[config.mk]
export PLATFORM = sky130hd
export DESIGN_NAME = byte_lane_rom_pointer_step_top_flat
export DESIGN_NICKNAME = d
export VERILOG_FILES = /design/src/rtl/blrp_pkg.sv /design/src/rtl/blrp_if.sv /design/src/rtl/blrp_lane_walk.sv /design/src/rtl/byte_lane_rom_pointer_step_top.sv /design/src/flat_wrapper.sv
export SDC_FILE = /design/constraint.sdc
export NUM_CORES = 1
export LEC_CHECK = 0
export BUFFER_PORTS_ARGS = -buffer_cell sky130_fd_sc_hd__buf_4
export CAP_MARGIN = 20
export CORE_MARGIN = 4
export CORE_UTILIZATION = 25
export CTS_CLUSTER_DIAMETER = 200
export DETAILED_ROUTE_END_ITERATION = 6
export GPL_ROUTABILITY_DRIVEN = 0
export SYNTH_ARGS = -nofsm -noshare
export SYNTH_HDL_FRONTEND = slang
export SYNTH_SLANG_ARGS = --single-unit
[constraint.sdc]
create_clock -name clock -period 7.8 [get_ports clock]
set_input_delay 2.34 -clock clock [delete_from_list [all_inputs] [get_ports clock]]
set_output_delay 2.34 -clock clock [all_outputs]
set_load 0.02 [all_outputs]
[src/rtl/blrp_pkg.sv]
// Shared widths, constants and types of the byte lane ROM pointer step block.
`timescale 1ns / 1ps

package blrp_pkg;

   localparam int ADDR_W   = 32;
   localparam int OFFSET_W = 24;
   localparam int LANES    = 4;
   localparam int LANE_W   = 2;

   // Reciprocal of three scaled by two to the RECIP3_SHIFT. It is exact for offset magnitudes
   // up to two to the 23rd.
   localparam logic [OFFSET_W-1:0] RECIP3       = 24'hAAAAAB;
   localparam int                  RECIP3_SHIFT = 25;

   localparam logic [LANES-1:0] LANE_MASK_RESET = 4'hF;

   typedef enum logic {
      STATUS_OK    = 1'b0,
      STATUS_ERROR = 1'b1
   } status_type;

   typedef struct packed {
      logic [LANES-1:0]  mask;
      logic [LANE_W-1:0] lane;
      logic [1:0]        remainder;
      logic              backward;
   } walk_req_type;

endpackage

[src/rtl/blrp_if.sv]
// Valid/ready channel interfaces for requests, responses and the lane mask register.
`timescale 1ns / 1ps

interface blrp_req_if;
   logic                                   valid;
   logic                                   ready;
   logic [blrp_pkg::ADDR_W-1:0]            current_address;
   logic signed [blrp_pkg::OFFSET_W-1:0]   logical_offset;

   modport source (output valid, output current_address, output logical_offset, input ready);
   modport sink (input valid, input current_address, input logical_offset, output ready);
endinterface

interface blrp_rsp_if;
   logic                        valid;
   logic                        ready;
   logic [blrp_pkg::ADDR_W-1:0] new_address;
   logic                        status;

   modport source (output valid, output new_address, output status, input ready);
   modport sink (input valid, input new_address, input status, output ready);
endinterface

interface blrp_csr_if;
   logic                       valid;
   logic                       ready;
   logic [blrp_pkg::LANES-1:0] write_data;

   modport source (output valid, output write_data, input ready);
   modport sink (input valid, input write_data, output ready);
endinterface

[src/rtl/blrp_lane_walk.sv]
// Walks the leftover logical bytes across active lanes and returns the physical byte step.
`timescale 1ns / 1ps

module blrp_lane_walk (
   input  blrp_pkg::walk_req_type walk_req,
   output logic signed [3:0]      delta
);

   logic [1:0]                  left;
   logic [blrp_pkg::LANE_W-1:0] lane_cur;
   logic [1:0]                  steps;

   // Each remaining logical byte needs one more active lane; at most three other lanes exist,
   // so three physical steps always suffice.
   always_comb begin
      left     = walk_req.remainder;
      lane_cur = walk_req.lane;
      steps    = 2'd0;
      for (int i = 0; i < 3; i++) begin
         if (left != 2'd0) begin
            if (walk_req.backward) begin
               lane_cur = lane_cur - 2'd1;
            end else begin
               lane_cur = lane_cur + 2'd1;
            end
            steps = steps + 2'd1;
            if (walk_req.mask[lane_cur]) begin
               left = left - 2'd1;
            end
         end
      end
      if (walk_req.backward) begin
         delta = -$signed({2'b00, steps});
      end else begin
         delta = $signed({2'b00, steps});
      end
   end

endmodule

[src/rtl/byte_lane_rom_pointer_step_top.sv]
// Top level of the byte lane ROM pointer step block.
`timescale 1ns / 1ps

// A request beat carries a ROM byte address and a signed logical byte offset; the response
// beat gives the physical address of the byte that many active-lane bytes away, or status
// error with address zero when the current byte sits on a lane outside the lane mask. The
// block is a four-stage pipeline (input decode and lane count, reciprocal multiply for the
// division by the lane count, remainder and sign, lane walk and final add); one request is
// taken in every cycle while the response side keeps up. Each stage holds only while the
// stage after it is full and blocked, so bubbles close up under a stalled response. The lane
// mask register resets to all four lanes; the user must write it only while no request is in
// flight, which the block itself does not enforce. Its write channel is always ready.

module byte_lane_rom_pointer_step_top (
   input  logic              clock,
   input  logic              reset,
   blrp_req_if.sink          req_chan,
   blrp_rsp_if.source        rsp_chan,
   blrp_csr_if.sink          csr_chan
);

   localparam int AW = blrp_pkg::ADDR_W;
   localparam int OW = blrp_pkg::OFFSET_W;
   localparam int NL = blrp_pkg::LANES;
   localparam int LW = blrp_pkg::LANE_W;

   logic [NL-1:0] lane_mask_ff;

   logic en1, en2, en3, en4;
   logic v1_ff, v2_ff, v3_ff, v4_ff;

   // Stage 1.
   logic [AW-1:0] s1_addr_ff, s1_addr_in;
   logic [OW-1:0] s1_abs_ff, s1_abs_in;
   logic          s1_neg_ff, s1_neg_in;
   logic [2:0]    s1_count_ff, s1_count_in;
   logic          s1_err_ff, s1_err_in;
   logic [NL-1:0] s1_mask_ff;

   // Stage 2.
   logic [AW-1:0]   s2_addr_ff;
   logic [OW-1:0]   s2_abs_ff;
   logic            s2_neg_ff;
   logic [2:0]      s2_count_ff;
   logic            s2_err_ff;
   logic [NL-1:0]   s2_mask_ff;
   logic [OW-1:0]   s2_quot_ff, s2_quot_in;
   logic [2*OW-1:0] product;

   // Stage 3.
   logic [AW-1:0]        s3_addr_ff;
   logic                 s3_neg_ff;
   logic                 s3_err_ff;
   logic [NL-1:0]        s3_mask_ff;
   logic signed [OW:0]   s3_quot_ff, s3_quot_in;
   logic [1:0]           s3_rem_ff, s3_rem_in;
   logic [OW+1:0]        quot_times_n;
   logic [OW+1:0]        rem_diff;

   // Stage 4.
   logic [AW-1:0]             s4_addr_ff, s4_addr_in;
   logic                      s4_status_ff;
   blrp_pkg::status_type      s4_status_in;
   blrp_pkg::walk_req_type    walk_req;
   logic signed [3:0]         walk_delta;
   logic [AW-1:0]             word_step;
   logic [AW-1:0]             byte_step;

   assign csr_chan.ready = 1'b1;

   always_ff @(posedge clock) begin
      if (reset) begin
         lane_mask_ff <= blrp_pkg::LANE_MASK_RESET;
      end else if (csr_chan.valid) begin
         lane_mask_ff <= csr_chan.write_data;
      end
   end

   assign en4 = !v4_ff || rsp_chan.ready;
   assign en3 = !v3_ff || en4;
   assign en2 = !v2_ff || en3;
   assign en1 = !v1_ff || en2;
   assign req_chan.ready = en1;

   always_ff @(posedge clock) begin
      if (reset) begin
         v1_ff <= 1'b0;
         v2_ff <= 1'b0;
         v3_ff <= 1'b0;
         v4_ff <= 1'b0;
      end else begin
         if (en1) begin
            v1_ff <= req_chan.valid;
         end
         if (en2) begin
            v2_ff <= v1_ff;
         end
         if (en3) begin
            v3_ff <= v2_ff;
         end
         if (en4) begin
            v4_ff <= v3_ff;
         end
      end
   end

   // Stage 1: lane check, active lane count and offset magnitude.
   always_comb begin
      s1_addr_in  = req_chan.current_address;
      s1_neg_in   = req_chan.logical_offset[OW-1];
      if (s1_neg_in) begin
         s1_abs_in = ~req_chan.logical_offset + OW'(1);
      end else begin
         s1_abs_in = req_chan.logical_offset;
      end
      s1_count_in = 3'(lane_mask_ff[0]) + 3'(lane_mask_ff[1])
                  + 3'(lane_mask_ff[2]) + 3'(lane_mask_ff[3]);
      s1_err_in   = !lane_mask_ff[req_chan.current_address[LW-1:0]];
   end

   always_ff @(posedge clock) begin
      if (en1) begin
         s1_addr_ff  <= s1_addr_in;
         s1_abs_ff   <= s1_abs_in;
         s1_neg_ff   <= s1_neg_in;
         s1_count_ff <= s1_count_in;
         s1_err_ff   <= s1_err_in;
         s1_mask_ff  <= lane_mask_ff;
      end
   end

   // Stage 2: magnitude divided by the lane count.
   assign product = (2*OW)'(s1_abs_ff) * (2*OW)'(blrp_pkg::RECIP3);

   always_comb begin
      case (s1_count_ff)
         3'd1:    s2_quot_in = s1_abs_ff;
         3'd2:    s2_quot_in = s1_abs_ff >> 1;
         3'd3:    s2_quot_in = OW'(product >> blrp_pkg::RECIP3_SHIFT);
         default: s2_quot_in = s1_abs_ff >> 2;
      endcase
   end

   always_ff @(posedge clock) begin
      if (en2) begin
         s2_addr_ff  <= s1_addr_ff;
         s2_abs_ff   <= s1_abs_ff;
         s2_neg_ff   <= s1_neg_ff;
         s2_count_ff <= s1_count_ff;
         s2_err_ff   <= s1_err_ff;
         s2_mask_ff  <= s1_mask_ff;
         s2_quot_ff  <= s2_quot_in;
      end
   end

   // Stage 3: remainder magnitude and signed quotient.
   always_comb begin
      case (s2_count_ff)
         3'd1:    quot_times_n = (OW+2)'(s2_quot_ff);
         3'd2:    quot_times_n = (OW+2)'(s2_quot_ff) << 1;
         3'd3:    quot_times_n = (OW+2)'(s2_quot_ff) + ((OW+2)'(s2_quot_ff) << 1);
         default: quot_times_n = (OW+2)'(s2_quot_ff) << 2;
      endcase
      rem_diff  = (OW+2)'(s2_abs_ff) - quot_times_n;
      s3_rem_in = rem_diff[1:0];
      if (s2_neg_ff) begin
         s3_quot_in = -$signed({1'b0, s2_quot_ff});
      end else begin
         s3_quot_in = $signed({1'b0, s2_quot_ff});
      end
   end

   always_ff @(posedge clock) begin
      if (en3) begin
         s3_addr_ff <= s2_addr_ff;
         s3_neg_ff  <= s2_neg_ff;
         s3_err_ff  <= s2_err_ff;
         s3_mask_ff <= s2_mask_ff;
         s3_quot_ff <= s3_quot_in;
         s3_rem_ff  <= s3_rem_in;
      end
   end

   // Stage 4: lane walk of the remainder and the final address.
   assign walk_req.mask      = s3_mask_ff;
   assign walk_req.lane      = s3_addr_ff[LW-1:0];
   assign walk_req.remainder = s3_rem_ff;
   assign walk_req.backward  = s3_neg_ff;

   blrp_lane_walk u_walk (
      .walk_req (walk_req),
      .delta    (walk_delta)
   );

   assign word_step = {{(AW-OW-3){s3_quot_ff[OW]}}, s3_quot_ff, 2'b00};
   assign byte_step = {{(AW-4){walk_delta[3]}}, walk_delta};

   always_comb begin
      if (s3_err_ff) begin
         s4_addr_in   = '0;
         s4_status_in = blrp_pkg::STATUS_ERROR;
      end else begin
         s4_addr_in   = s3_addr_ff + word_step + byte_step;
         s4_status_in = blrp_pkg::STATUS_OK;
      end
   end

   always_ff @(posedge clock) begin
      if (en4) begin
         s4_addr_ff   <= s4_addr_in;
         s4_status_ff <= s4_status_in;
      end
   end

   assign rsp_chan.valid       = v4_ff;
   assign rsp_chan.new_address = s4_addr_ff;
   assign rsp_chan.status      = s4_status_ff;

endmodule

[src/flat_wrapper.sv]
// flat-port wrapper written by rule: the top's interface ports become plain ports
module byte_lane_rom_pointer_step_top_flat 
  (clock, reset, req_chan_valid, req_chan_current_address, req_chan_logical_offset, req_chan_ready, rsp_chan_valid, rsp_chan_new_address, rsp_chan_status, rsp_chan_ready, csr_chan_valid, csr_chan_write_data, csr_chan_ready);
  blrp_req_if req_chan_i ();
  blrp_rsp_if rsp_chan_i ();
  blrp_csr_if csr_chan_i ();
  input  logic clock;
  input  logic reset;
  input wire logic [$bits(req_chan_i.valid)-1:0] req_chan_valid;
  input wire logic [$bits(req_chan_i.current_address)-1:0] req_chan_current_address;
  input wire logic [$bits(req_chan_i.logical_offset)-1:0] req_chan_logical_offset;
  output wire logic [$bits(req_chan_i.ready)-1:0] req_chan_ready;
  output wire logic [$bits(rsp_chan_i.valid)-1:0] rsp_chan_valid;
  output wire logic [$bits(rsp_chan_i.new_address)-1:0] rsp_chan_new_address;
  output wire logic [$bits(rsp_chan_i.status)-1:0] rsp_chan_status;
  input wire logic [$bits(rsp_chan_i.ready)-1:0] rsp_chan_ready;
  input wire logic [$bits(csr_chan_i.valid)-1:0] csr_chan_valid;
  input wire logic [$bits(csr_chan_i.write_data)-1:0] csr_chan_write_data;
  output wire logic [$bits(csr_chan_i.ready)-1:0] csr_chan_ready;
  assign req_chan_i.valid = req_chan_valid;
  assign req_chan_i.current_address = req_chan_current_address;
  assign req_chan_i.logical_offset = req_chan_logical_offset;
  assign req_chan_ready = req_chan_i.ready;
  assign rsp_chan_valid = rsp_chan_i.valid;
  assign rsp_chan_new_address = rsp_chan_i.new_address;
  assign rsp_chan_status = rsp_chan_i.status;
  assign rsp_chan_i.ready = rsp_chan_ready;
  assign csr_chan_i.valid = csr_chan_valid;
  assign csr_chan_i.write_data = csr_chan_write_data;
  assign csr_chan_ready = csr_chan_i.ready;
  byte_lane_rom_pointer_step_top u_core (.clock(clock), .reset(reset), .req_chan(req_chan_i), .rsp_chan(rsp_chan_i), .csr_chan(csr_chan_i));
endmodule
Yosys cells after proc, flatten, opt, wreduce, memory -nomap -nowiden
Index checks and enable logic that the tools add are counted.

Bits in latches: 0. Memory bits (read-only): 0. Memories kept: 0. RAM bits: 0. Register bits: 238. Output and inout port bits: 36. Bits of input ports: 65. Word-level logic and storage cells: 93.

Equality and inequality tests: 6. Add/subtract/negate cells: 18. Magnitude comparators: 3. Reduce and logical (&&, ||, !) cells: 12. Mux-type cells: 24. Multipliers: 1. Shifts and indexed selects: 0. Divide/modulo/power cells: 0. Bitwise operators: 1.

Operator list (number): 24-bit one-hot mux with 3 select lines (1); 32-bit adder (2); 24-bit by 24-bit multiplier with 48-bit output, second input constant (1); 24-bit negation with 25-bit output (1); 24-bit by 2-bit adder with 24-bit output, second input constant (1); 24-bit 2-to-1 mux (1); 24-bit NOT (1); 23-bit 2-to-1 mux (1); 2-bit 2-to-1 mux (11); 3-bit by 2-bit == test with 1-bit output, second input constant (4); 2-bit by 3-bit < comparator with 1-bit output, second input constant (3); 2-bit by 1-bit adder with 2-bit output, second input constant (4); 2-bit by 1-bit subtractor with 2-bit output, second input constant (4); 3-bit by 1-bit adder with 3-bit output (2); 1-bit binary-select mux with 2-bit select (3); 3-bit by 1-bit == test with 1-bit output, second input constant (2); 2-bit one-hot mux with 3 select lines (1); 2-bit nonzero test (3); 1-bit logical NOT (5); 1-bit 2-to-1 mux (5); 1-bit logical OR (4); 4-bit 2-to-1 mux (1); 2-bit negation with 4-bit output (1); 1-bit by 1-bit adder with 2-bit output (1); 2 further kinds (2).

Longest topological paths before layout
Gate-level depths: netlist of run 1.

Depth in word-level cells: 18. Depth in mapped cells: 24. Mapped depth without buffers: 24.

Cells and area by module
From an unflattened synthesis of run 1, not the netlist that was laid out.

Cell total of the unflattened synthesis: 1887. Area, all modules: 21654.5 um^2.

By module, submodules not included: byte_lane_rom_pointer_step_top (seq. area each 7066.8 um^2, area each 21340.5 um^2, cells each 1848, instances 1); blrp_lane_walk (seq. area each 0.0 um^2, area each 314.1 um^2, cells each 39, instances 1).

Least setup slack after synthesis of run 1
No wires, ideal clock.

Kind: input to output. Start point: input rsp_chan_ready. End point: output req_chan_ready. Data arrival time: 4.129 ns. Stages: 3. Path buffers: 0. Slack: 1.331 ns. Cell sequence: nor2b_1 and3_1 nand2_1.

Longest elaborated chain between the ends: 4.

Ends and longest elaborated chain: start, declared (line flat_wrapper.sv:16) `input wire logic [$bits(rsp_chan_i.ready)-1:0] rsp_chan_ready;`; 1-bit logical OR (line byte_lane_rom_pointer_step_top.sv:79) `assign en4 = !v4_ff || rsp_chan.ready;`; 1-bit logical OR (line byte_lane_rom_pointer_step_top.sv:80) `assign en3 = !v3_ff || en4;`; 1-bit logical OR (line byte_lane_rom_pointer_step_top.sv:81) `assign en2 = !v2_ff || en3;`; 1-bit logical OR (line byte_lane_rom_pointer_step_top.sv:82) `assign en1 = !v1_ff || en2;`; end, declared (line flat_wrapper.sv:12) `output wire logic [$bits(req_chan_i.ready)-1:0] req_chan_ready;`.

Every way passes these cells.

Worst setup path in the final report of run 1
Start point: register u_core.s1_abs_ff[16]. End point: register u_core.s2_quot_ff[21], data pin.

Longest elaborated chain between the ends: 2.

Ends and longest elaborated chain: start, declared (line byte_lane_rom_pointer_step_top.sv:34) `logic [OW-1:0] s1_abs_ff, s1_abs_in;`; start signal, assigned (line byte_lane_rom_pointer_step_top.sv:124) `s1_abs_ff <= s1_abs_in;`; 24-bit by 24-bit multiplier with 48-bit output (line byte_lane_rom_pointer_step_top.sv:133) `assign product = (2*OW)'(s1_abs_ff) * (2*OW)'(blrp_pkg::RECIP3);`; 24-bit one-hot mux with 3 select lines (line byte_lane_rom_pointer_step_top.sv:136) `case (s1_count_ff)`; named net u_core.s2_quot_in[21] (line byte_lane_rom_pointer_step_top.sv:47) `logic [OW-1:0] s2_quot_ff, s2_quot_in;`; end signal, assigned (line byte_lane_rom_pointer_step_top.sv:152) `s2_quot_ff <= s2_quot_in;`; end, declared (line byte_lane_rom_pointer_step_top.sv:47).

The timed path passes the listed nets, and every way through them passes these cells. A chain may end at the register's enable or synchronous reset.

==> results of run 1 <==
==> per-stage QoR <==
stage	cells	utilization, %	setup slack [ps]
after floorplan	1908	-	1330
after global placement	3153	28.1	274
after detailed placement	3153	28.1	307
after CTS	3197	29.0	224
after global routing	3204	29.1	24.6
final	3205	29.1	455
==> critical path, stage by stage (launching register included) <==
cell and delay [ps]:
sky130_fd_sc_hd__edfxtp_1 590, sky130_fd_sc_hd__ha_1 460, sky130_fd_sc_hd__inv_1 110, sky130_fd_sc_hd__fa_1 540
sky130_fd_sc_hd__fa_1 500, sky130_fd_sc_hd__inv_1 50, sky130_fd_sc_hd__fa_1 470, sky130_fd_sc_hd__fa_1 490
sky130_fd_sc_hd__inv_1 50, sky130_fd_sc_hd__fa_1 520, sky130_fd_sc_hd__inv_1 50, sky130_fd_sc_hd__fa_1 470
sky130_fd_sc_hd__ha_1 350, sky130_fd_sc_hd__a21oi_1 240, sky130_fd_sc_hd__o22ai_1 130, sky130_fd_sc_hd__a2111oi_1 630
sky130_fd_sc_hd__a211oi_1 250, sky130_fd_sc_hd__nor2_1 260, sky130_fd_sc_hd__o211ai_1 240, sky130_fd_sc_hd__a41oi_1 300
sky130_fd_sc_hd__xor2_1 180, sky130_fd_sc_hd__o221ai_1 140
==> flip-flops by register name, indices dropped and copies added, names as in the netlist, 3 cells and up <==
| name | count |
|---|---|
| u_core.s1_addr_ff | 32 |
| u_core.s2_mask_ff | 4 |
| u_core.s2_count_ff | 3 |
| u_core.s1_mask_ff | 4 |
| u_core.lane_mask_ff | 4 |
| u_core.s2_quot_ff | 24 |
| u_core.s1_count_ff | 3 |
| u_core.rsp_chan.new_address | 32 |
| u_core.s1_abs_ff | 24 |
| u_core.s3_addr_ff | 32 |
| u_core.s3_quot_ff | 25 |
| u_core.s3_mask_ff | 4 |
| u_core.s2_addr_ff | 32 |
==> cells by family (layout without fill, tap and decap cells) <==
group                      Yosys count  after routing  share of synthesized area [%]
adders and majority gates          546            546                           40.0
buffers and inverters              443            595                           7.66
AOI/OAI and AO/OA                  318            318                           9.81
and+or+nand+nor                    258            258                           5.57
DFF                                238            238                           32.5
xor gates and xnor gates            97             97                           3.91
muxes                                7              7                          0.558
other                                1              2                         0.0172
==> placed cells by master, fill, tap and decap left out, drive strengths merged, types with 13 or more instances in the layout <==
| cell | netlist | routed |
|---|---|---|
| a21oi | 75 | 75 |
| nand3 | 13 | 13 |
| nor2 | 78 | 78 |
| o31ai | 16 | 16 |
| a31oi | 14 | 14 |
| o21ai | 59 | 59 |
| xnor2 | 69 | 69 |
| inv | 417 | 421 |
| edfxtp | 230 | 230 |
| ha | 298 | 298 |
| clkbuf | 22 | 31 |
| a21o | 39 | 39 |
| nand2 | 74 | 74 |
| a211oi | 13 | 13 |
| buf | 2 | 132 |
| fa | 248 | 248 |
| xor2 | 28 | 28 |
| nor3 | 22 | 22 |
==> worst max path at each step <==
stage                              start                     to  slack, ps
floorplan                 rsp_chan_ready         req_chan_ready       1330
global placement     u_core.s1_abs_ff[4]  u_core.s2_quot_ff[14]        270
detailed placement   u_core.s1_abs_ff[4]  u_core.s2_quot_ff[22]        310
CTS                  u_core.s1_abs_ff[4]  u_core.s2_quot_ff[22]        220
global route         u_core.s1_abs_ff[2]  u_core.s2_quot_ff[20]         20
finish              u_core.s1_abs_ff[16]  u_core.s2_quot_ff[21]        460
==> timing repair <==
| action | CTS | global route |
|---|---|---|
| buffers inserted | 0 | 6 |
| gates resized for setup | 0 | 2 |
| endpoints found under the setup margin | 0 | 6 |
==> layer usage <==
layer,up-vias,global-route usage [%],share of wire [%]
met5,-,0,0
met4,0,2.58,1.9
met3,58,1.82,6.4
met2,396,19.9,47
met1,7032,16.5,45
li1,6742,-,-
==> area by class of cell <==
class	instances	area share, %
clock inverter	13	0.392
inverter	419	6.32
antenna	1	0.0100
multi-input combinational	1227	52.4
timing repair buffer	132	4.06
tap	1144	5.75
sequential	238	28.4
clock buffer	31	2.72
==> flow_results.xml, run 1 <==
<?xml version="1.0" encoding="UTF-8"?>
<metrics>
  <group name="outcome">
    <metric name="status" unit="">finished clean</metric>
  </group>
  <group name="synth">
    <metric name="synth.top_cells.by_count" unit="">417 x sky130_fd_sc_hd__inv_1, 298 x sky130_fd_sc_hd__ha_1, 248 x sky130_fd_sc_hd__fa_1</metric>
    <metric name="asyncSetResetFlopFracSynth" unit="%">0</metric>
    <metric name="synth.yosys.seq_area_share" unit="%">32.5</metric>
    <metric name="yosys.area.top_type_share" unit="%">31.8</metric>
    <metric name="syn_area" unit="um^2">21700</metric>
    <metric name="synthesis.nets" unit="">2519</metric>
    <metric name="flop_and_latch_count_out_of_synthesis" unit="">238</metric>
    <metric name="post_synthesis_cells" unit="">1908</metric>
    <metric name="area_leader_netlist" unit="">sky130_fd_sc_hd__edfxtp_1</metric>
    <metric name="synth_top_flop_cell" unit="">sky130_fd_sc_hd__edfxtp_1</metric>
    <metric name="synth.lib_cells_used.distinct" unit="">70</metric>
    <metric name="synth-edff-count" unit="">230</metric>
    <metric name="synthesis.area_per_instance" unit="um^2">11.4</metric>
    <metric name="synthMostInstantiatedCell" unit="">sky130_fd_sc_hd__inv_1</metric>
    <metric name="yosys_warnings" unit="">0</metric>
    <metric name="synth.top_cells.by_area" unit="">sky130_fd_sc_hd__edfxtp_1 32%, sky130_fd_sc_hd__fa_1 23%, sky130_fd_sc_hd__ha_1 17%, sky130_fd_sc_hd__inv_1 7.2%, sky130_fd_sc_hd__xnor2_1 2.8%</metric>
  </group>
  <group name="floorplan">
    <metric name="die_y" unit="um">303</metric>
    <metric name="die-width" unit="um">303</metric>
    <metric name="io-pin-count" unit="">101</metric>
    <metric name="fp-row-count" unit="">107</metric>
    <metric name="core_area" unit="um^2">85700</metric>
    <metric name="initial_core_utilization" unit="%">25.4</metric>
    <metric name="die_area" unit="um^2">91800</metric>
  </group>
  <group name="detailed_routing">
    <metric name="ant_nets" unit="">0</metric>
    <metric name="postRouteWirelength" unit="um">54400</metric>
    <metric name="wl_per_cell" unit="um">17.0</metric>
    <metric name="route.detailed.drc" unit="">0</metric>
    <metric name="via_per_inst" unit="">4.44</metric>
    <metric name="drt-initial-drc-count" unit="">984</metric>
    <metric name="detailedRoute.firstPassIterationCount" unit="">5</metric>
    <metric name="via_count" unit="">14228</metric>
  </group>
  <group name="sta">
    <metric name="unrepaired_setup_endpoints_after_global_routing" unit="">no</metric>
    <metric name="finalWorstPathRequiredPeriod" unit="ps">7340</metric>
    <metric name="setup-violations-final" unit="">0</metric>
    <metric name="timing.max_slew.rel_slack" unit="%">28.9</metric>
    <metric name="timing.final.crit_share" unit="%">94.2</metric>
    <metric name="tns" unit="ps">0</metric>
    <metric name="hold-worst-slack" unit="ps">413</metric>
    <metric name="worstMarginPinSlew" unit="ps">1060</metric>
    <metric name="timing.final.hold_violations" unit="">0</metric>
    <metric name="fmax" unit="MHz">136</metric>
    <metric name="clock_skew" unit="ps">28.0</metric>
    <metric name="final_max_slew_viol_count" unit="">0</metric>
  </group>
  <group name="clock_tree">
    <metric name="cts_hold_repair.buffers" unit="">0</metric>
    <metric name="cts_tree" unit="">done</metric>
    <metric name="cts.htree.levels" unit="">1</metric>
    <metric name="numCtsBuffers" unit="">25</metric>
    <metric name="clkLatencyLatePin" unit="ps">540</metric>
    <metric name="clk_pin_slew" unit="ps">80</metric>
    <metric name="cts_num_sinks" unit="">238</metric>
    <metric name="clock_tree.root_cell" unit="">sky130_fd_sc_hd__clkbuf_16</metric>
    <metric name="cts_buffer_depth" unit="">3</metric>
  </group>
  <group name="critical_path">
    <metric name="reg2reg_slack" unit="ps">460</metric>
    <metric name="rr_endpoint" unit="">u_core.s2_quot_ff[21]</metric>
    <metric name="r2r-start" unit="">u_core.s1_abs_ff[16]</metric>
    <metric name="critPathRequiredTime" unit="ps">8040</metric>
    <metric name="setup.worst_path.class" unit="">flop to flop</metric>
    <metric name="kind_of_capture_point_of_the_worst_setup_path" unit="">flop</metric>
    <metric name="critical_path.startpoint_type" unit="">flop</metric>
    <metric name="critical_path_maximum_fanout" unit="">9</metric>
    <metric name="reg2reg_depth" unit="">21</metric>
    <metric name="arrival" unit="ps">7580</metric>
  </group>
  <group name="placed_design">
    <metric name="place_hpwl" unit="um">45500</metric>
    <metric name="place.port_buffers" unit="">99</metric>
    <metric name="dpl-instance-area" unit="um^2">24000</metric>
  </group>
  <group name="finish">
    <metric name="layout-drive-gt1-share" unit="%">9.27</metric>
    <metric name="final_net_count" unit="">2654</metric>
    <metric name="sequential_cell_area" unit="um^2">7070</metric>
    <metric name="layout_stage_area_growth_over_the_synthesis_result" unit="%">14.5</metric>
    <metric name="post-route-cell-area" unit="um^2">24900</metric>
    <metric name="area_taken_by_multi_input_logic_gates" unit="um^2">13000</metric>
    <metric name="fillers" unit="">8882</metric>
  </group>
  <group name="global_route">
    <metric name="grt_max_degree" unit="">68</metric>
    <metric name="gr-total-overflow" unit="">0</metric>
    <metric name="grt_antenna_before_repair" unit="">1</metric>
    <metric name="grt_first_pass_wirelength" unit="um">85400</metric>
    <metric name="vias_in_the_first_global_route" unit="">14813</metric>
    <metric name="grt.total_usage" unit="%">12.0</metric>
  </group>
  <group name="min_path">
    <metric name="hold_start" unit="">u_core.s1_err_ff</metric>
    <metric name="worstHoldPathType" unit="">flop to flop</metric>
    <metric name="timing.hold.worst_endpoint" unit="">u_core.s2_err_ff</metric>
    <metric name="timing.hold.worst_path_depth" unit="">0</metric>
  </group>
  <group name="run">
    <metric name="timing.max_cap.violations" unit="">0</metric>
  </group>
</metrics>
Power of run 1 is not shown: default switching activity piles up to over one toggle a cycle in this logic, so the estimate is an artifact.
==> run 2, diff against run 1 <==
- clock period: 7.8 -> 8 ns (I/O delays scaled with it)
==> run 2 against run 1 <==
  * Sequential share of layout area increased by 0.056 points
  * Largest cell class unchanged
  * Via count decreased by 0.66%
  * Worst setup slack got worse by 22 ps
  * Maximum frequency decreased by 2.9%
  * Critical path depth decreased by 1
  * Global-route usage decreased by 0.16 points
  * Die area unchanged
  * Highest routed layer unchanged
  * Non-clock buffer count decreased by 13
  * Flip-flop and latch count unchanged
  * Critical endpoint is now u_core.s2_quot_ff[7]
  * First-iteration DRC count decreased by 17%
==> flow_results.xml, run 2 (synthesis gave the netlist of run 1 again) <==
<?xml version="1.0" encoding="UTF-8"?>
<metrics>
  <group name="outcome">
    <metric name="status" unit="">finished clean</metric>
  </group>
  <group name="critical_path">
    <metric name="timing.critical_path.mode_cell" unit="">sky130_fd_sc_hd__fa_1</metric>
    <metric name="setup.worst_path.class" unit="">flop to flop</metric>
    <metric name="kind_of_capture_point_of_the_worst_setup_path" unit="">flop</metric>
    <metric name="critical_path_maximum_fanout" unit="">12</metric>
    <metric name="reg2reg_depth" unit="">20</metric>
    <metric name="critPathRequiredTime" unit="ps">8260</metric>
    <metric name="max_stage_delay" unit="ps">730</metric>
    <metric name="timing.critical_path.cells" unit="">ha_1 -&gt; fa_1 -&gt; inv_1 -&gt; fa_1 -&gt; inv_1 -&gt; fa_1 -&gt; fa_1 -&gt; inv_1 -&gt; fa_1 -&gt; fa_1 -&gt; inv_1 -&gt; ha_1 -&gt; nand4_1 -&gt; or2_2 -&gt; a211oi_1 -&gt; a21boi_0 -&gt; o21ai_0 -&gt; xnor2_1 -&gt; nor2_1 -&gt; o32a_1</metric>
    <metric name="reg2reg_slack" unit="ps">430</metric>
    <metric name="arrival" unit="ps">7830</metric>
    <metric name="critical_path.startpoint_type" unit="">flop</metric>
    <metric name="critical-path-slowest-cell" unit="">sky130_fd_sc_hd__edfxtp_1</metric>
    <metric name="r2r-start" unit="">u_core.s1_abs_ff[4]</metric>
    <metric name="rr_endpoint" unit="">u_core.s2_quot_ff[7]</metric>
  </group>
  <group name="global_route">
    <metric name="vias_in_the_first_global_route" unit="">14578</metric>
    <metric name="grt_first_pass_wirelength" unit="um">84100</metric>
    <metric name="global_route.usage.met3" unit="%">2.15</metric>
    <metric name="gr-total-overflow" unit="">0</metric>
    <metric name="grt_antenna_before_repair" unit="">1</metric>
    <metric name="grt_max_degree" unit="">68</metric>
    <metric name="grtUsageMet2" unit="%">19.7</metric>
    <metric name="globalRouteMet1Util" unit="%">16.2</metric>
    <metric name="grt.total_usage" unit="%">11.8</metric>
    <metric name="grt_busiest_layer" unit="">met2</metric>
  </group>
  <group name="clock_tree">
    <metric name="clock_tree.root_cell" unit="">sky130_fd_sc_hd__clkbuf_16</metric>
    <metric name="cts_hold_repair.buffers" unit="">0</metric>
    <metric name="cts_tree" unit="">done</metric>
    <metric name="clk_pin_slew" unit="ps">60</metric>
    <metric name="cts_repair_resize_count" unit="">0</metric>
    <metric name="cts_num_sinks" unit="">238</metric>
    <metric name="cts.repair_timing.setup_buffer_count" unit="">0</metric>
    <metric name="cts.htree.levels" unit="">1</metric>
    <metric name="numCtsBuffers" unit="">24</metric>
    <metric name="cts_buffer_depth" unit="">3</metric>
    <metric name="clkLatencyLatePin" unit="ps">530</metric>
  </group>
  <group name="finish">
    <metric name="fillers" unit="">8873</metric>
    <metric name="layout_commonest_cell" unit="">sky130_fd_sc_hd__inv_1</metric>
    <metric name="final_net_count" unit="">2640</metric>
    <metric name="most-common-layout-cells" unit="">416 x sky130_fd_sc_hd__inv_1, 298 x sky130_fd_sc_hd__ha_1, 248 x sky130_fd_sc_hd__fa_1</metric>
    <metric name="layout_stage_area_growth_over_the_synthesis_result" unit="%">14.3</metric>
    <metric name="layout-drive-gt1-share" unit="%">8.70</metric>
    <metric name="post-route-cell-area" unit="um^2">24900</metric>
  </group>
  <group name="detailed_routing">
    <metric name="via_count" unit="">14134</metric>
    <metric name="postRouteWirelength" unit="um">54100</metric>
    <metric name="detailedRoute.firstPassIterationCount" unit="">5</metric>
    <metric name="via_per_inst" unit="">4.43</metric>
    <metric name="drt-initial-drc-count" unit="">814</metric>
    <metric name="ant_nets" unit="">0</metric>
    <metric name="route.detailed.drc" unit="">0</metric>
    <metric name="wl_per_cell" unit="um">16.9</metric>
  </group>
  <group name="min_path">
    <metric name="timing.hold.worst_path_depth" unit="">0</metric>
    <metric name="timing.hold.worst_endpoint" unit="">u_core.s2_addr_ff[9]</metric>
    <metric name="worstHoldPathType" unit="">flop to flop</metric>
    <metric name="hold_start" unit="">u_core.s1_addr_ff[9]</metric>
  </group>
  <group name="sta">
    <metric name="timing.final.crit_share" unit="%">94.6</metric>
    <metric name="fmax" unit="MHz">132</metric>
    <metric name="setup-violations-final" unit="">0</metric>
    <metric name="worstMarginPinSlew" unit="ps">1090</metric>
    <metric name="tns" unit="ps">0</metric>
    <metric name="timing.max_slew.rel_slack" unit="%">26.9</metric>
    <metric name="finalWorstPathRequiredPeriod" unit="ps">7570</metric>
    <metric name="clock_skew" unit="ps">18.8</metric>
    <metric name="unrepaired_setup_endpoints_after_global_routing" unit="">no</metric>
    <metric name="timing.final.hold_violations" unit="">0</metric>
    <metric name="final_max_slew_viol_count" unit="">0</metric>
  </group>
  <group name="floorplan">
    <metric name="initial_core_utilization" unit="%">25.4</metric>
    <metric name="io-pin-count" unit="">101</metric>
    <metric name="die_y" unit="um">303</metric>
    <metric name="core_area" unit="um^2">85700</metric>
    <metric name="die_area" unit="um^2">91800</metric>
    <metric name="fp-row-count" unit="">107</metric>
    <metric name="die-width" unit="um">303</metric>
  </group>
  <group name="placed_design">
    <metric name="dpl-instance-area" unit="um^2">24000</metric>
    <metric name="place.port_buffers" unit="">99</metric>
    <metric name="place_hpwl" unit="um">45100</metric>
  </group>
  <group name="run">
    <metric name="timing.max_cap.violations" unit="">0</metric>
  </group>
</metrics>
-- run 2: changes by cell type in the layout (fill, tap and decap cells not counted), sizes merged --
cell,previous run,this run
bufinv,1,3
clkbuf,31,30
buf,132,119
diode,1,2
clkinv,10,13
inv,421,417
-- run 2: through the flow --
stage | instances | hold slack [ps] | util, % | setup WS (ps)
after floorplan | 1908 | 400 | - | 1410
after global placement | 3146 | 400 | 28.0 | 315
after detailed placement | 3146 | 405 | 28.0 | 320
after CTS | 3190 | 415 | 29.0 | 267
after global routing | 3191 | 422 | 29.0 | 141
final | 3193 | 416 | 29.0 | 434
-- run 2: how the worst max path moves through the flow --
| stage | start | endpoint | slack, ps |
|---|---|---|---|
| final | u_core.s1_abs_ff[4] | u_core.s2_quot_ff[7] | 430 |
| after global routing | u_core.s1_abs_ff[2] | u_core.s2_quot_ff[21] | 140 |
| after CTS | u_core.s1_abs_ff[4] | u_core.s2_quot_ff[22] | 270 |
| after detailed placement | u_core.s1_abs_ff[4] | u_core.s2_quot_ff[22] | 320 |
| after global placement | u_core.s1_abs_ff[4] | u_core.s2_quot_ff[16] | 310 |
| after floorplan | rsp_chan_ready | req_chan_ready | 1410 |
-- run 2: metal layers --
metal / vias to the layer above / share of wire [%]
li1: 6697 / -
met1: 6999 / 45
met2: 382 / 47
met3: 56 / 6.7
met4: 0 / 1.6
met5: - / 0
-- run 2: worst max-delay path: cells and delay by family, from the launching register on --
kind,cells,cell delay (ps)
buf+inv,4,230
fa+ha+maj,8,4080
xor+xnor,1,190
simple gates,3,560
flops,1,730
compound gates,4,1510
-- run 2: cell type report --
type                            count  area, um^2  area share [%]
Antenna cell                        2        5.00          0.0201
Timing Repair Buffer              119         913            3.68
Sequential cell                   238        7070            28.4
Multi-Input combinational cell   1227       13000            52.5
Clock buffer                       30         674            2.71
Tap cell                         1144        1430            5.76
Clock inverter                     14         149           0.599
Inverter                          419        1570            6.33
Power of run 2 is left out for the same reason.
==> run 3, diff against run 2 <==
- BUFFER_PORTS_ARGS: -buffer_cell sky130_fd_sc_hd__buf_4 -> unset
- DONT_BUFFER_PORTS: unset -> 1
- SETUP_SLACK_MARGIN: unset -> 0.1
==> run 3 against run 2 <==
  * Hold slack got worse by 14 ps
  * Cell count fell by 3.0%
  * Flip-flop and latch count unchanged
  * Worst setup slack improved by 92 ps
  * Global-route usage shrank 0.11 points
  * Routed wire length fell by 0.93%
  * Die area stayed put
  * Design area is 3.3% lower
  * Via count fell by 2.3%
  * Register-to-register slack better by 90 ps
  * Core utilization fell by 0.95 points
  * Sequential share of layout area is 0.96 points higher
  * Critical path type unchanged
==> flow_results.xml, run 3 (synthesis gave the netlist of run 1 again) <==
<?xml version="1.0" encoding="UTF-8"?>
<metrics>
  <group name="global_route">
    <metric name="grt.total_usage" unit="%">11.7</metric>
    <metric name="grt_first_pass_wirelength" unit="um">82700</metric>
    <metric name="vias_in_the_first_global_route" unit="">14306</metric>
    <metric name="gr-total-overflow" unit="">0</metric>
    <metric name="grt_antenna_before_repair" unit="">2</metric>
    <metric name="grt_max_degree" unit="">68</metric>
  </group>
  <group name="detailed_routing">
    <metric name="detailedRoute.firstPassIterationCount" unit="">5</metric>
    <metric name="postRouteWirelength" unit="um">53600</metric>
    <metric name="ant_nets" unit="">0</metric>
    <metric name="route.detailed.drc" unit="">0</metric>
    <metric name="wl_per_cell" unit="um">17.3</metric>
    <metric name="via_per_inst" unit="">4.46</metric>
    <metric name="via_count" unit="">13805</metric>
    <metric name="drt-initial-drc-count" unit="">933</metric>
  </group>
  <group name="sta">
    <metric name="clock_skew" unit="ps">24.9</metric>
    <metric name="timing.max_slew.rel_slack" unit="%">23.8</metric>
    <metric name="setup-violations-final" unit="">0</metric>
    <metric name="timing.final.crit_share" unit="%">93.4</metric>
    <metric name="tns" unit="ps">0</metric>
    <metric name="fmax" unit="MHz">134</metric>
    <metric name="final_max_slew_viol_count" unit="">0</metric>
    <metric name="worstMarginPinSlew" unit="ps">1130</metric>
    <metric name="timing.final.hold_violations" unit="">0</metric>
    <metric name="finalWorstPathRequiredPeriod" unit="ps">7470</metric>
    <metric name="unrepaired_setup_endpoints_after_global_routing" unit="">no</metric>
  </group>
  <group name="run">
    <metric name="timing.max_cap.violations" unit="">0</metric>
  </group>
  <group name="critical_path">
    <metric name="reg2reg_slack" unit="ps">530</metric>
    <metric name="max_stage_delay" unit="ps">640</metric>
    <metric name="critical_path_maximum_fanout" unit="">9</metric>
    <metric name="setup.worst_path.class" unit="">flop to flop</metric>
    <metric name="r2r-start" unit="">u_core.s1_abs_ff[20]</metric>
    <metric name="arrival" unit="ps">7750</metric>
    <metric name="path_depth" unit="">21</metric>
    <metric name="timing.critical_path.cells" unit="">ha_1 -&gt; inv_1 -&gt; fa_1 -&gt; fa_1 -&gt; inv_1 -&gt; fa_1 -&gt; inv_1 -&gt; fa_1 -&gt; inv_1 -&gt; fa_1 -&gt; fa_1 -&gt; ha_1 -&gt; a21o_1 -&gt; a21oi_1 -&gt; or2_2 -&gt; a211oi_1 -&gt; a21boi_0 -&gt; o21ai_0 -&gt; xnor2_1 -&gt; nor2_1 -&gt; o32a_1</metric>
    <metric name="worstSetupStartpoint" unit="">u_core.s1_abs_ff[20]</metric>
    <metric name="critical_path.startpoint_type" unit="">flop</metric>
    <metric name="reg2reg_depth" unit="">21</metric>
    <metric name="critPathCapture" unit="">u_core.s2_quot_ff[7]</metric>
    <metric name="kind_of_capture_point_of_the_worst_setup_path" unit="">flop</metric>
    <metric name="worst-path-buf-inv" unit="">4</metric>
    <metric name="critPathRequiredTime" unit="ps">8280</metric>
    <metric name="rr_endpoint" unit="">u_core.s2_quot_ff[7]</metric>
    <metric name="critical-path-slowest-cell" unit="">sky130_fd_sc_hd__edfxtp_1</metric>
    <metric name="critPathTopFamily" unit="">adder cells</metric>
    <metric name="timing.critical_path.mode_cell" unit="">sky130_fd_sc_hd__fa_1</metric>
  </group>
  <group name="floorplan">
    <metric name="initial_core_utilization" unit="%">25.4</metric>
    <metric name="die_y" unit="um">303</metric>
    <metric name="die_area" unit="um^2">91800</metric>
    <metric name="core_area" unit="um^2">85700</metric>
    <metric name="io-pin-count" unit="">101</metric>
    <metric name="die-width" unit="um">303</metric>
    <metric name="fp-row-count" unit="">107</metric>
  </group>
  <group name="finish">
    <metric name="area_taken_by_multi_input_logic_gates" unit="um^2">13000</metric>
    <metric name="layout_commonest_cell" unit="">sky130_fd_sc_hd__inv_1</metric>
    <metric name="final_net_count" unit="">2545</metric>
    <metric name="sequential_cell_area" unit="um^2">7070</metric>
    <metric name="fillers" unit="">8894</metric>
    <metric name="layout-drive-gt1-share" unit="%">4.10</metric>
    <metric name="layout_stage_area_growth_over_the_synthesis_result" unit="%">10.5</metric>
    <metric name="most-common-layout-cells" unit="">416 x sky130_fd_sc_hd__inv_1, 298 x sky130_fd_sc_hd__ha_1, 248 x sky130_fd_sc_hd__fa_1</metric>
  </group>
  <group name="clock_tree">
    <metric name="clock_tree.root_cell" unit="">sky130_fd_sc_hd__clkbuf_16</metric>
    <metric name="cts_num_sinks" unit="">238</metric>
    <metric name="cts_tree" unit="">done</metric>
    <metric name="cts.repair_timing.setup_buffer_count" unit="">0</metric>
    <metric name="numCtsBuffers" unit="">25</metric>
    <metric name="cts.htree.levels" unit="">1</metric>
    <metric name="clkLatencyLatePin" unit="ps">540</metric>
    <metric name="cts_buffer_depth" unit="">3</metric>
    <metric name="clk_pin_slew" unit="ps">70</metric>
  </group>
  <group name="placed_design">
    <metric name="place.port_buffers" unit="">0</metric>
    <metric name="place_hpwl" unit="um">45000</metric>
  </group>
  <group name="outcome">
    <metric name="status" unit="">finished clean</metric>
  </group>
  <group name="min_path">
    <metric name="worstHoldPathType" unit="">flop to flop</metric>
  </group>
</metrics>
## run 3: final cells by class
class	instances	area share, %
Multi-Input combinational cell	1227	54.2
Sequential cell	238	29.4
Inverter	419	6.54
Tap cell	1144	5.95
Clock buffer	28	2.65
Timing Repair Buffer	23	0.802
Clock inverter	16	0.390
Antenna cell	2	0.0208
## run 3: metrics by stage
step / utilization (%) / hold slack [ps] / std cells / cell area (um^2) / worst slack (ps)
2_1_floorplan: - / 400 / 1908 / 21700 / 1410
3_3_place_gp: 27.2 / 401 / 3050 / 23300 / 634
3_5_place_dp: 27.2 / 405 / 3050 / 23300 / 594
4_1_cts: 28.0 / 402 / 3094 / 24000 / 557
5_1_grt: 28.0 / 422 / 3095 / 24000 / 223
6_report: 28.1 / 403 / 3097 / 24000 / 525
## run 3: worst min-delay path by stage
stage / from / endpoint / slack [ps] / cells after the start
2_1_floorplan: u_core.s1_addr_ff[0] / u_core.s2_addr_ff[0] / 400 / 0
3_3_place_gp: u_core.s2_addr_ff[6] / u_core.s3_addr_ff[6] / 400 / 0
3_5_place_dp: u_core.s1_neg_ff / u_core.s2_neg_ff / 400 / 0
4_1_cts: u_core.s1_neg_ff / u_core.s2_neg_ff / 400 / 0
5_1_grt: u_core.s2_addr_ff[29] / u_core.s3_addr_ff[29] / 420 / 0
6_report: u_core.s1_neg_ff / u_core.s2_neg_ff / 400 / 0
## run 3: timing repair
action	CTS	global route
resized for setup	0	1
endpoints found under the setup margin	0	1
hold buffers	0	0
## run 3: per-layer routing
metal | GRT usage (%) | share of wire, %
met4 | 3.02 | 2.5
met1 | 15.3 | 43
met2 | 19.2 | 46
met5 | 0 | 0
met3 | 3.03 | 7.8
Power of run 3 is left out for the same reason.
